<file path="config.mk">
export PLATFORM = sky130hd
export DESIGN_NAME = rgb_led_chain_transmitter_core
export DESIGN_NICKNAME = d
export VERILOG_FILES = /design/src/rtl/rlct_pkg.sv /design/src/rtl/rlct_dp.sv /design/src/rtl/rlct_ctrl.sv /design/src/rtl/rgb_led_chain_transmitter_core.sv
export VERILOG_INCLUDE_DIRS = /design/src /design/src/rtl
export SDC_FILE = /design/constraint.sdc
export NUM_CORES = 1
export LEC_CHECK = 0
export BUFFER_PORTS_ARGS = -buffer_cell sky130_fd_sc_hd__buf_2
export CORE_MARGIN = 3
export CORE_UTILIZATION = 40
export DETAILED_ROUTE_END_ITERATION = 12
export GPL_ROUTABILITY_DRIVEN = 0
export SLEW_MARGIN = 5
export SYNTH_ARGS = -nofsm -noshare
export SYNTH_HDL_FRONTEND = slang
export SYNTH_SLANG_ARGS = --single-unit
</file>
<file path="constraint.sdc">
create_clock -name clk -period 4.85 [get_ports clk]
set_input_delay 0.7275 -clock clk [delete_from_list [all_inputs] [get_ports clk]]
set_output_delay 0.7275 -clock clk [all_outputs]
set_load 0.01 [all_outputs]
</file>
<file path="src/rtl/rgb_led_chain_transmitter_core_assert.svh">
// assertion macros for the rgb led chain transmitter
`ifndef RGB_LED_CHAIN_TRANSMITTER_CORE_ASSERT_SVH
`define RGB_LED_CHAIN_TRANSMITTER_CORE_ASSERT_SVH

// same-cycle implication, sampled on clk, off during reset
`define RLCT_ASSERT_IMP(label, ante, cons) \
    label: assert property (@(posedge clk) disable iff (!rst_n) (ante) |-> (cons)) \
        else $error("rlct assertion failed");

// next-cycle implication, sampled on clk, off during reset
`define RLCT_ASSERT_NXT(label, ante, cons) \
    label: assert property (@(posedge clk) disable iff (!rst_n) (ante) |=> (cons)) \
        else $error("rlct assertion failed");

`endif

</file>
<file path="src/rtl/rlct_pkg.sv">
// shared types, constants and functions of the rgb led chain transmitter
package rlct_pkg;

    localparam int NUM_PIXELS = 8;
    localparam int PIX_W      = $clog2(NUM_PIXELS);
    localparam int ADDR_W     = 4;
    localparam int DATA_W     = 32;

    localparam logic [4:0]  LAST_BIT    = 5'd23;
    localparam logic [7:0]  START_LEVEL = 8'd64;
    localparam int          GREEN_END   = 3;
    localparam int          TEAL_END    = 6;

    localparam logic [7:0]  RST_ONE_HIGH   = 8'd6;
    localparam logic [7:0]  RST_ZERO_HIGH  = 8'd3;
    localparam logic [7:0]  RST_BIT_PERIOD = 8'd10;
    localparam logic [15:0] RST_LATCH_LOW  = 16'd0;

    typedef enum logic [1:0] {
        CMD_TICK,
        CMD_START,
        CMD_ROTATE,
        CMD_WRITE
    } cmd_t;

    typedef enum logic [1:0] {
        REG_ONE_HIGH,
        REG_ZERO_HIGH,
        REG_BIT_PERIOD,
        REG_LATCH_LOW
    } reg_idx_t;

    typedef struct packed {
        cmd_t       command;
        logic [2:0] pixel_index;
        logic [7:0] green_level;
        logic [7:0] red_level;
        logic [7:0] blue_level;
    } in_word_t;

    typedef struct packed {
        logic line_level;
        logic busy_res;
        logic frame_done;
    } out_word_t;

    typedef struct packed {
        logic [7:0]  one_high;
        logic [7:0]  zero_high;
        logic [7:0]  bit_period;
        logic [15:0] latch_low;
    } cfg_t;

    // controller to datapath
    typedef struct packed {
        logic start;
        logic rotate;
        logic write;
        logic send_tick;
        logic latch_tick;
        logic finish;
        logic idle_tick;
    } dp_cmd_t;

    // datapath to controller
    typedef struct packed {
        logic level;
        logic bit_done;
        logic last_bit;
        logic latch_done;
        logic latch_zero;
        logic line_hold;
    } dp_status_t;

    // start pattern: green, then green plus blue, then red
    function automatic logic [23:0] start_pixel(input int idx);
        logic [23:0] px;
        if (idx < GREEN_END)
            px = {START_LEVEL, 8'd0, 8'd0};
        else if (idx < TEAL_END)
            px = {START_LEVEL, 8'd0, START_LEVEL};
        else
            px = {8'd0, START_LEVEL, 8'd0};
        return px;
    endfunction

endpackage

</file>
<file path="src/rtl/rlct_dp.sv">
// datapath: pixel store, bit and tick counters, latch counter, held line level
module rlct_dp
    import rlct_pkg::*;
(
    input  logic       clk,
    input  logic       rst_n,
    input  cfg_t       cfg,
    input  in_word_t   in_word,
    input  dp_cmd_t    cmd,
    output dp_status_t status
);

    logic [23:0]      store_reg  [NUM_PIXELS];
    logic [23:0]      store_next [NUM_PIXELS];
    logic [PIX_W-1:0] pixel_reg, pixel_next;
    logic [4:0]       bit_reg, bit_next;
    logic [7:0]       tick_reg, tick_next;
    logic [15:0]      latch_reg, latch_next;
    logic             hold_reg, hold_next;

    logic [23:0] cur_word;
    logic        bit_val;
    logic [7:0]  high_ticks;
    logic [15:0] latch_inc;
    logic        idx_ok;

    always_comb
    begin
        cur_word   = store_reg[pixel_reg];
        bit_val    = cur_word[LAST_BIT - bit_reg];
        high_ticks = bit_val ? cfg.one_high : cfg.zero_high;
        latch_inc  = latch_reg + 16'd1;

        status.level      = (tick_reg < high_ticks);
        status.bit_done   = (({1'b0, tick_reg} + 9'd1) >= {1'b0, cfg.bit_period});
        status.last_bit   = (bit_reg == LAST_BIT) &&
                            (pixel_reg == PIX_W'(NUM_PIXELS - 1));
        status.latch_done = (latch_inc >= cfg.latch_low);
        status.latch_zero = (cfg.latch_low == 16'd0);
        status.line_hold  = hold_reg;
    end

    // pixel store: rotate of all pixels at once, single-pixel write
    always_comb
    begin
        idx_ok = (int'(in_word.pixel_index) < NUM_PIXELS);
        for (int i = 0; i < NUM_PIXELS; i++)
        begin
            store_next[i] = store_reg[i];
            if (cmd.rotate)
                store_next[i] = store_reg[(i + 1) % NUM_PIXELS];
            else if (cmd.write && idx_ok && (int'(in_word.pixel_index) == i))
                store_next[i] = {in_word.green_level, in_word.red_level,
                                 in_word.blue_level};
        end
    end

    // waveform counters
    always_comb
    begin
        pixel_next = pixel_reg;
        bit_next   = bit_reg;
        tick_next  = tick_reg;
        latch_next = latch_reg;
        hold_next  = hold_reg;

        if (cmd.start)
        begin
            pixel_next = '0;
            bit_next   = '0;
            tick_next  = '0;
            latch_next = '0;
            hold_next  = 1'b0;
        end

        if (cmd.send_tick)
        begin
            hold_next = status.level;
            if (status.bit_done)
            begin
                tick_next = '0;
                if (bit_reg == LAST_BIT)
                begin
                    bit_next = '0;
                    if (pixel_reg == PIX_W'(NUM_PIXELS - 1))
                        pixel_next = '0;
                    else
                        pixel_next = pixel_reg + PIX_W'(1);
                end
                else
                begin
                    bit_next = bit_reg + 5'd1;
                end
            end
            else
            begin
                tick_next = tick_reg + 8'd1;
            end
        end

        if (cmd.latch_tick)
        begin
            latch_next = latch_inc;
            hold_next  = 1'b0;
        end

        if (cmd.idle_tick)
            hold_next = 1'b0;

        if (cmd.finish)
        begin
            latch_next = '0;
            hold_next  = 1'b0;
        end
    end

    always_ff @(posedge clk or negedge rst_n)
    begin
        if (!rst_n)
        begin
            for (int i = 0; i < NUM_PIXELS; i++)
                store_reg[i] <= start_pixel(i);
            pixel_reg <= '0;
            bit_reg   <= '0;
            tick_reg  <= '0;
            latch_reg <= '0;
            hold_reg  <= 1'b0;
        end
        else
        begin
            for (int i = 0; i < NUM_PIXELS; i++)
                store_reg[i] <= store_next[i];
            pixel_reg <= pixel_next;
            bit_reg   <= bit_next;
            tick_reg  <= tick_next;
            latch_reg <= latch_next;
            hold_reg  <= hold_next;
        end
    end

endmodule

</file>
<file path="src/rtl/rlct_ctrl.sv">
// controller: frame phase machine, command decode and output word register
module rlct_ctrl
    import rlct_pkg::*;
(
    input  logic       clk,
    input  logic       rst_n,
    input  logic       in_valid,
    output logic       in_stall,
    input  in_word_t   in_word,
    output logic       out_valid,
    input  logic       out_stall,
    output out_word_t  out_word,
    output dp_cmd_t    cmd,
    input  dp_status_t status
);

    typedef enum logic [1:0] {
        PH_IDLE,
        PH_SEND,
        PH_LATCH
    } phase_t;

    phase_t    phase_reg, phase_next;
    logic      out_valid_reg, out_valid_next;
    out_word_t out_word_reg, out_word_next;
    out_word_t res;
    logic      accept;
    logic      busy;

    assign in_stall  = out_valid_reg && out_stall;
    assign accept    = in_valid && !in_stall;
    assign busy      = (phase_reg != PH_IDLE);
    assign out_valid = out_valid_reg;
    assign out_word  = out_word_reg;

    always_comb
    begin
        phase_next     = phase_reg;
        cmd            = '0;
        res.line_level = 1'b0;
        res.busy_res   = busy;
        res.frame_done = 1'b0;

        if (accept)
        begin
            if (in_word.command != CMD_TICK)
            begin
                if (busy)
                begin
                    res.line_level = status.line_hold;
                end
                else
                begin
                    case (in_word.command)
                        CMD_START:
                        begin
                            cmd.start    = 1'b1;
                            phase_next   = PH_SEND;
                            res.busy_res = 1'b1;
                        end
                        CMD_ROTATE: cmd.rotate = 1'b1;
                        CMD_WRITE:  cmd.write  = 1'b1;
                        default:    ;
                    endcase
                end
            end
            else
            begin
                case (phase_reg)
                    PH_SEND:
                    begin
                        cmd.send_tick  = 1'b1;
                        res.line_level = status.level;
                        res.busy_res   = 1'b1;
                        if (status.bit_done && status.last_bit)
                        begin
                            if (status.latch_zero)
                            begin
                                cmd.finish     = 1'b1;
                                phase_next     = PH_IDLE;
                                res.busy_res   = 1'b0;
                                res.frame_done = 1'b1;
                            end
                            else
                            begin
                                phase_next = PH_LATCH;
                            end
                        end
                    end
                    PH_LATCH:
                    begin
                        cmd.latch_tick = 1'b1;
                        res.busy_res   = 1'b1;
                        if (status.latch_done)
                        begin
                            cmd.finish     = 1'b1;
                            phase_next     = PH_IDLE;
                            res.busy_res   = 1'b0;
                            res.frame_done = 1'b1;
                        end
                    end
                    default: cmd.idle_tick = 1'b1;
                endcase
            end
        end
    end

    always_comb
    begin
        out_valid_next = out_valid_reg;
        out_word_next  = out_word_reg;
        if (accept)
        begin
            out_valid_next = 1'b1;
            out_word_next  = res;
        end
        else if (out_valid_reg && !out_stall)
        begin
            out_valid_next = 1'b0;
        end
    end

    always_ff @(posedge clk or negedge rst_n)
    begin
        if (!rst_n)
        begin
            phase_reg     <= PH_IDLE;
            out_valid_reg <= 1'b0;
            out_word_reg  <= '0;
        end
        else
        begin
            phase_reg     <= phase_next;
            out_valid_reg <= out_valid_next;
            out_word_reg  <= out_word_next;
        end
    end

`include "rgb_led_chain_transmitter_core_assert.svh"

    `RLCT_ASSERT_NXT(a_done_goes_idle, accept && res.frame_done, phase_reg == PH_IDLE)
    `RLCT_ASSERT_NXT(a_start_enters_send,
        accept && !busy && (in_word.command == CMD_START), phase_reg == PH_SEND)
    `RLCT_ASSERT_NXT(a_held_word_stays, out_valid_reg && out_stall && !accept,
        out_valid_reg && $stable(out_word_reg))
    `RLCT_ASSERT_IMP(a_busy_cmd_no_store, accept && busy && (in_word.command != CMD_TICK),
        !cmd.rotate && !cmd.write && !cmd.start)

endmodule

</file>
<file path="src/rtl/rgb_led_chain_transmitter_core.sv">
// top level of the rgb led chain transmitter: config registers, controller, datapath
//
//  channel | dir | handshake                         | payload
//  --------+-----+-----------------------------------+--------------------------
//  in      | in  | in_valid / in_stall               | in_word  (in_word_t)
//  out     | out | out_valid / out_stall             | out_word (out_word_t)
//  config  | in  | psel, penable, pwrite, pready     | paddr, pwdata, prdata
//
// rotate moves all pixels at once, so for every word (tick, start, rotate, write)
//   the rate is one per cycle while in_stall is low
// the result word lands in the output register in the cycle after acceptance
// a single output register parts the sides: in_stall is high only while that
//   register is full and the receiver stalls
// reset loads the start pattern into the pixel store, idles the frame and
//   sets the config registers to their default timing
// no clearing pass after reset; the block takes words from the first cycle
module rgb_led_chain_transmitter_core
    import rlct_pkg::*;
(
    input  logic              clk,
    input  logic              rst_n,
    // input word channel
    input  logic              in_valid,
    output logic              in_stall,
    input  in_word_t          in_word,
    // result word channel
    output logic              out_valid,
    input  logic              out_stall,
    output out_word_t         out_word,
    // config port
    input  logic              psel,
    input  logic              penable,
    input  logic              pwrite,
    input  logic [ADDR_W-1:0] paddr,
    input  logic [DATA_W-1:0] pwdata,
    output logic [DATA_W-1:0] prdata,
    output logic              pready
);

    cfg_t       cfg_reg, cfg_next;
    reg_idx_t   reg_sel;
    logic       cfg_wr;
    dp_cmd_t    dp_cmd;
    dp_status_t dp_status;

    // register i sits at byte address 4*i
    assign reg_sel = reg_idx_t'(paddr[3:2]);
    assign cfg_wr  = psel && penable && pwrite;
    assign pready  = 1'b1;

    // register write, taken in the access cycle
    always_comb
    begin
        cfg_next = cfg_reg;
        if (cfg_wr)
        begin
            case (reg_sel)
                REG_ONE_HIGH:   cfg_next.one_high   = pwdata[7:0];
                REG_ZERO_HIGH:  cfg_next.zero_high  = pwdata[7:0];
                REG_BIT_PERIOD: cfg_next.bit_period = pwdata[7:0];
                REG_LATCH_LOW:  cfg_next.latch_low  = pwdata[15:0];
                default:        ;
            endcase
        end
    end

    // register read-back, zero-padded to the bus width
    always_comb
    begin
        case (reg_sel)
            REG_ONE_HIGH:   prdata = {24'd0, cfg_reg.one_high};
            REG_ZERO_HIGH:  prdata = {24'd0, cfg_reg.zero_high};
            REG_BIT_PERIOD: prdata = {24'd0, cfg_reg.bit_period};
            REG_LATCH_LOW:  prdata = {16'd0, cfg_reg.latch_low};
            default:        prdata = '0;
        endcase
    end

    always_ff @(posedge clk or negedge rst_n)
    begin
        if (!rst_n)
        begin
            cfg_reg.one_high   <= RST_ONE_HIGH;
            cfg_reg.zero_high  <= RST_ZERO_HIGH;
            cfg_reg.bit_period <= RST_BIT_PERIOD;
            cfg_reg.latch_low  <= RST_LATCH_LOW;
        end
        else
        begin
            cfg_reg <= cfg_next;
        end
    end

    // phase machine, command decode and the output register
    rlct_ctrl u_ctrl (
        .clk       (clk),
        .rst_n     (rst_n),
        .in_valid  (in_valid),
        .in_stall  (in_stall),
        .in_word   (in_word),
        .out_valid (out_valid),
        .out_stall (out_stall),
        .out_word  (out_word),
        .cmd       (dp_cmd),
        .status    (dp_status)
    );

    // pixel store and waveform counters
    rlct_dp u_dp (
        .clk     (clk),
        .rst_n   (rst_n),
        .cfg     (cfg_reg),
        .in_word (in_word),
        .cmd     (dp_cmd),
        .status  (dp_status)
    );

endmodule

</file>
# Word level (Yosys, flattened, before mapping)

Cells that the tools add are included.

Register bits after elaboration: 271
Input bits: 72
Output and inout bits: 38
Logic and storage cells: 171

Add/sub/neg operators: 6
Magnitude comparators: 5
Equality and inequality tests: 21
Muxes and demuxes: 75
Bitwise logic cells: 1
Reduce and logical (&&, ||, !) cells: 41

Operators with widths:

| cell                  | number |
|---|---|
| $mux 24               | 18 |
| $pmux 32 s4           | 1 |
| $bmux 24 s3           | 1 |
| $mux 16               | 3 |
| $mux 8                | 4 |
| $reduce_bool 2->1     | 12 |
| $mux 1                | 21 |
| $mux 3                | 7 |
| $mux 2                | 10 |
| $mux 5                | 4 |
| $add 16x1->16 const B | 1 |
| $ge 16x16->1          | 1 |
| $logic_not 16->1      | 1 |
| $eq 3x3->1 const B    | 5 |
| $logic_and 1x1->1     | 15 |
| $eq 2x2->1 const B    | 5 |
| $add 8x1->9 const B   | 1 |
| $ge 9x8->1            | 1 |
| $add 8x1->8 const B   | 1 |
| $lt 8x8->1            | 1 |
| $pmux 2 s2            | 2 |
| $reduce_and 2->1      | 4 |
| $mux 7                | 1 |
| $eq 2x1->1 const B    | 3 |
| 22 further kinds      | 26 |

# Depth between registers and ports, before layout

Depth in word-level cells: 12
Mapped depth: 20
Mapped depth without buffers: 16

# Hierarchy

From an unflattened synthesis, not the netlist that was laid out.

Cells, all modules: 1482
Area, all modules: 15586.2 µm²

Modules (own cells, without submodules):

| module                         | instances | cells each | area an instance (µm²) | sequential area each (µm²) |
|---|---|---|---|---|
| rlct_dp                        | 1         | 1301       | 13195.2                | 5644.2 |
| rgb_led_chain_transmitter_core | 1         | 127        | 1925.6                 | 1008.5 |
| rlct_ctrl                      | 1         | 54         | 465.4                  | 150.1 |

# Least setup slack after synthesis

Ideal clock, no wire load.

Kind: flip-flop to flip-flop
From: reg u_dp.pixel_reg[2]
To: reg u_dp.hold_reg
Library setup time: 0.083 ns
Data arrival time: 3.781 ns
Required time: 4.767 ns
Slack: 0.986 ns
Stages on the path, launching flop included: 18
Buffers on the path: 2
Period minus slack after synthesis: 3.864 ns
Cells stage by stage: dfrtp_1 > buf_2 > clkbuf_1 > mux4_2 > mux4_2 > mux2i_1 > o22ai_1 > a31oi_4 > mux2i_1 > ha_1 > a21oi_1 > nor2b_1 > o21ai_0 > o21ai_0 > or3_1 > nor3_1 > nand2_1 > o21ai_0

Longest elaborated chain between the ends: 12
Elaborated cells between the ends (all ways): 20
Those cells by class: 1 x order compare; 1 x eq/ne; 14 x mux; 1 x bitwise; 3 x reduce/logical

RTL lines:

| item                                        | RTL line       | RTL |
|---|---|---|
| start, declared                             | rlct_dp.sv:15  | `logic [PIX_W-1:0] pixel_reg, pixel_next;` |
| start signal, assigned                      | rlct_dp.sv:133 | `pixel_reg <= pixel_next;` |
| $not 3->4 (not written as such)             | rlct_dp.sv:29  | `cur_word = store_reg[pixel_reg];` |
| $bmux 24 s3                                 | rlct_dp.sv:29  |  |
| $mux 24 (not written as such) (2 in series) | rlct_dp.sv:29  |  |
| $bmux 1 s5                                  | rlct_dp.sv:30  | `bit_val = cur_word[LAST_BIT - bit_reg];` |
| $mux 1 (not written as such)                | rlct_dp.sv:30  |  |
| $mux 8                                      | rlct_dp.sv:31  | `high_ticks = bit_val ? cfg.one_high : cfg.zero_high;` |
| $lt 8x8->1                                  | rlct_dp.sv:34  | `status.level = (tick_reg < high_ticks);` |
| $mux 1                                      | rlct_dp.sv:76  | `if (cmd.send_tick)` |
| $mux 1                                      | rlct_dp.sv:101 | `if (cmd.latch_tick)` |
| $mux 1                                      | rlct_dp.sv:107 | `if (cmd.idle_tick)` |
| $mux 1                                      | rlct_dp.sv:110 | `if (cmd.finish)` |
| end signal, assigned                        | rlct_dp.sv:137 | `hold_reg <= hold_next;` |
| end, declared                               | rlct_dp.sv:19  | `logic hold_reg, hold_next;` |

Parallel ways exist; a longest one is shown, timed or not. The select of a mux whose other input is x is not followed.
A chain may end at the register's enable or synchronous reset.

# Final worst setup path

From: reg u_dp.pixel_reg[1]
To: reg u_dp.hold_reg

Same word-level chain as after synthesis.

==> impl_metrics.env <==
export IMPL_synthTopCellsByArea="dfrtp_1 41%, mux2i_1 14%, o21ai_0 7.6%, mux4_2 7.0%, nand2_1 6.0%"
export IMPL_reg2reg_to="u_dp.hold_reg"
export IMPL_cp_max_fo=18
export IMPL_cts_buffers=30
export IMPL_antenna_found_initial=3
export IMPL_tns_ns=0
export IMPL_setup_viol=0
export IMPL_overflow=0
export IMPL_die_area_mm2=0.0409
export IMPL_cts_tree="built"
export IMPL_endpoint_kind="flop"
export IMPL_synthMuxAreaShare=0.235
export IMPL_dieWidth_um=202
export IMPL_drv_slew=0
export IMPL_pre_cts_slack_ns=0.259
export IMPL_drive_above_1_share=0.174
export IMPL_clk_pin_slew_worst_paths_ns=0.06
export IMPL_ys_flop_type="dfrtp_1"
export IMPL_core_area_mm2=0.0378
export IMPL_holdBufCountCts=0
export IMPL_yosys_area_top_type="dfrtp_1"
export IMPL_rsz0062_at_grt="no"
export IMPL_pin_count=110
export IMPL_startpoint_type="flop"
export IMPL_max_slew_margin_rel=0.283
export IMPL_grt_pass1_vias=11000
export IMPL_min_period_ns=4.46
export IMPL_synth_edf_count=0
export IMPL_io_buffers=74
export IMPL_final_cells=2065
export IMPL_synth_simple_area_share=0.117
export IMPL_fin_nets=1640
export IMPL_max_freq_mhz=224
export IMPL_p_leak_nw=7.75
export IMPL_maxCapViolCount=0
export IMPL_synth_top_family_by_area="multiplexers"
export IMPL_avgSynthCellArea_um2=10.2
export IMPL_wirelength_um=38400
export IMPL_clock_sinks=271
export IMPL_hold_violations=0
export IMPL_finalClockSkew_ns=0.0225
export IMPL_synth_compound_area_share=0.119
export IMPL_r2r_start="u_dp.pixel_reg[1]"
export IMPL_status="complete, no violations"
export IMPL_clockBufferDepth=3
export IMPL_cp_arrival_ns=4.95
export IMPL_largest_reg_flops=192
export IMPL_path_class="reg -> reg"
export IMPL_start_util=0.407
export IMPL_rr_worst_depth=16
export IMPL_layout_common_cells="251 x dfrtp_1, 246 x nand2_1, 234 x o21ai_0"
export IMPL_rows=71
export IMPL_vias_per_cell=5.43
export IMPL_die_y_um=202
export IMPL_power_density_mw_per_mm2=314
export IMPL_final_common_cell="dfrtp_1"
export IMPL_cts_root_buf="clkbuf_16"
export IMPL_placed_cells=2003
export IMPL_ys_types=62
export IMPL_dp_hpwl_um=24400
export IMPL_hold_worst_slack_ns=0.180
export IMPL_max_vdd_ir_drop_mv=0.262
export IMPL_drc=0
export IMPL_setup_ws_ns=0.392
export IMPL_avgRoutedWirePerCell_um=18.6
export IMPL_ys_ff_latch=271
export IMPL_firstDrtPassIters=5
export IMPL_syn_area_mm2=0.0154
export IMPL_ys_warn_count=0
export IMPL_min_period_over_period=0.919
export IMPL_ant_nets=0
export IMPL_cts_htree_levels=1
export IMPL_grt_max_degree=209
export IMPL_synthAdderAreaFrac=0.0325
export IMPL_synthArstFlopShare=1.00
export IMPL_synth_xor_area_frac=0.00739
export IMPL_vias=11200
export IMPL_grt_pass1_wl_um=62300
export IMPL_worst_pin_slew_ns=1.07
export IMPL_r2r_slack_ns=0.39
export IMPL_worstPathRequired_ns=5.34
export IMPL_holdCritPathClass="in -> async"
export IMPL_synth_cells=1507
export IMPL_drt_iter0_drc=687
export IMPL_synth_top_area_frac=0.412
export IMPL_ys_seq_area_frac=0.441
export IMPL_grt_use_total=0.186
export IMPL_clk_latency_ns=0.59
export IMPL_final_util=0.458
export IMPL_synthToLayoutAreaGrowth_pct=12.4
-- stage by stage --
stage	power, mW	area (um^2)
floorplan	2.90	15500
global placement	3.14	16200
detailed placement	3.16	16200
CTS	5.52	17300
global route	5.69	17300
finish	5.44	17300
-- logic make-up (layout without fill, tap and decap cells) --
family | after synthesis | after routing
and+or+nand+nor | 400 | 400
AOI/OAI and AO/OA | 320 | 320
muxes | 296 | 296
DFF | 271 | 271
buffers and inverters | 165 | 195
adders and majority gates | 40 | 40
xor gates and xnor gates | 13 | 13
other | 2 | 19
-- repair_timing --
action / CTS / global route
gates resized for setup: 0 / 1
buffers inserted: 0 / 4
endpoints found under the setup margin: 0 / 1
-- cell usage after synthesis, types with 14 or more instances --
master,count
clkbuf_1,94
dfstp_2,17
inv_1,32
mux2i_1,213
nand3_1,25
mux4_2,48
nor2_1,29
ha_1,40
buf_4,20
nand2_1,247
nand2b_1,25
and3_1,14
dfrtp_1,254
o21ai_0,234
mux2_2,34
a21o_1,17
-- layer usage --
metal / wire length, um / track usage / up-vias
met5: 9 / 0 / -
met4: 736 / 0.0379 / 2
met3: 1490 / 0.0280 / 54
met2: 17800 / 0.298 / 201
met1: 18300 / 0.270 / 5571
li1: - / - / 5382
-- power by group --
group          leakage, nW  internal, mW  switching, mW
clock                0.504          1.38          0.952
sequential            3.64          2.38          0.154
combinational         3.60         0.253          0.331
total                 7.75          4.01           1.44
-- layout make-up --
cell class / count / area, um^2
Timing Repair Buffer: 107 / 741
Sequential cell: 271 / 6810
Multi-Input combinational cell: 1086 / 7980
Clock buffer: 51 / 950
Antenna cell: 2 / 5.00
Clock inverter: 5 / 75.1
Inverter: 32 / 120
Tap cell: 511 / 639
Fill cell: 3593 / 20500
-- worst max-delay path, cell delays in order (launching register included) --
cell	delay (ns)
dfrtp_4	0.66
mux4_2	0.55
mux2i_1	0.28
nor2_1	0.07
nor4_1	0.45
o22ai_1	0.22
a31oi_4	0.45
mux2i_1	0.26
ha_1	0.27
a21oi_1	0.13
nor2b_1	0.05
o21ai_0	0.13
o21ai_0	0.12
or3_1	0.35
nor3_1	0.16
nand2_1	0.07
o21ai_0	0.13
-- worst max path at each step --
stage | start | endpoint | slack (ns) | cells after the start
2_1_floorplan | u_dp.pixel_reg[2] | u_dp.hold_reg | 0.99 | 17
3_3_place_gp | u_dp.pixel_reg[1] | u_dp.hold_reg | 0.29 | 16
3_5_place_dp | u_dp.pixel_reg[1] | u_dp.hold_reg | 0.26 | 16
4_1_cts | u_dp.pixel_reg[1] | u_dp.hold_reg | 0.24 | 16
5_1_grt | u_dp.pixel_reg[1] | u_dp.hold_reg | 0.005 | 15
6_report | u_dp.pixel_reg[1] | u_dp.hold_reg | 0.39 | 16
(Power assumes the default switching activity.)
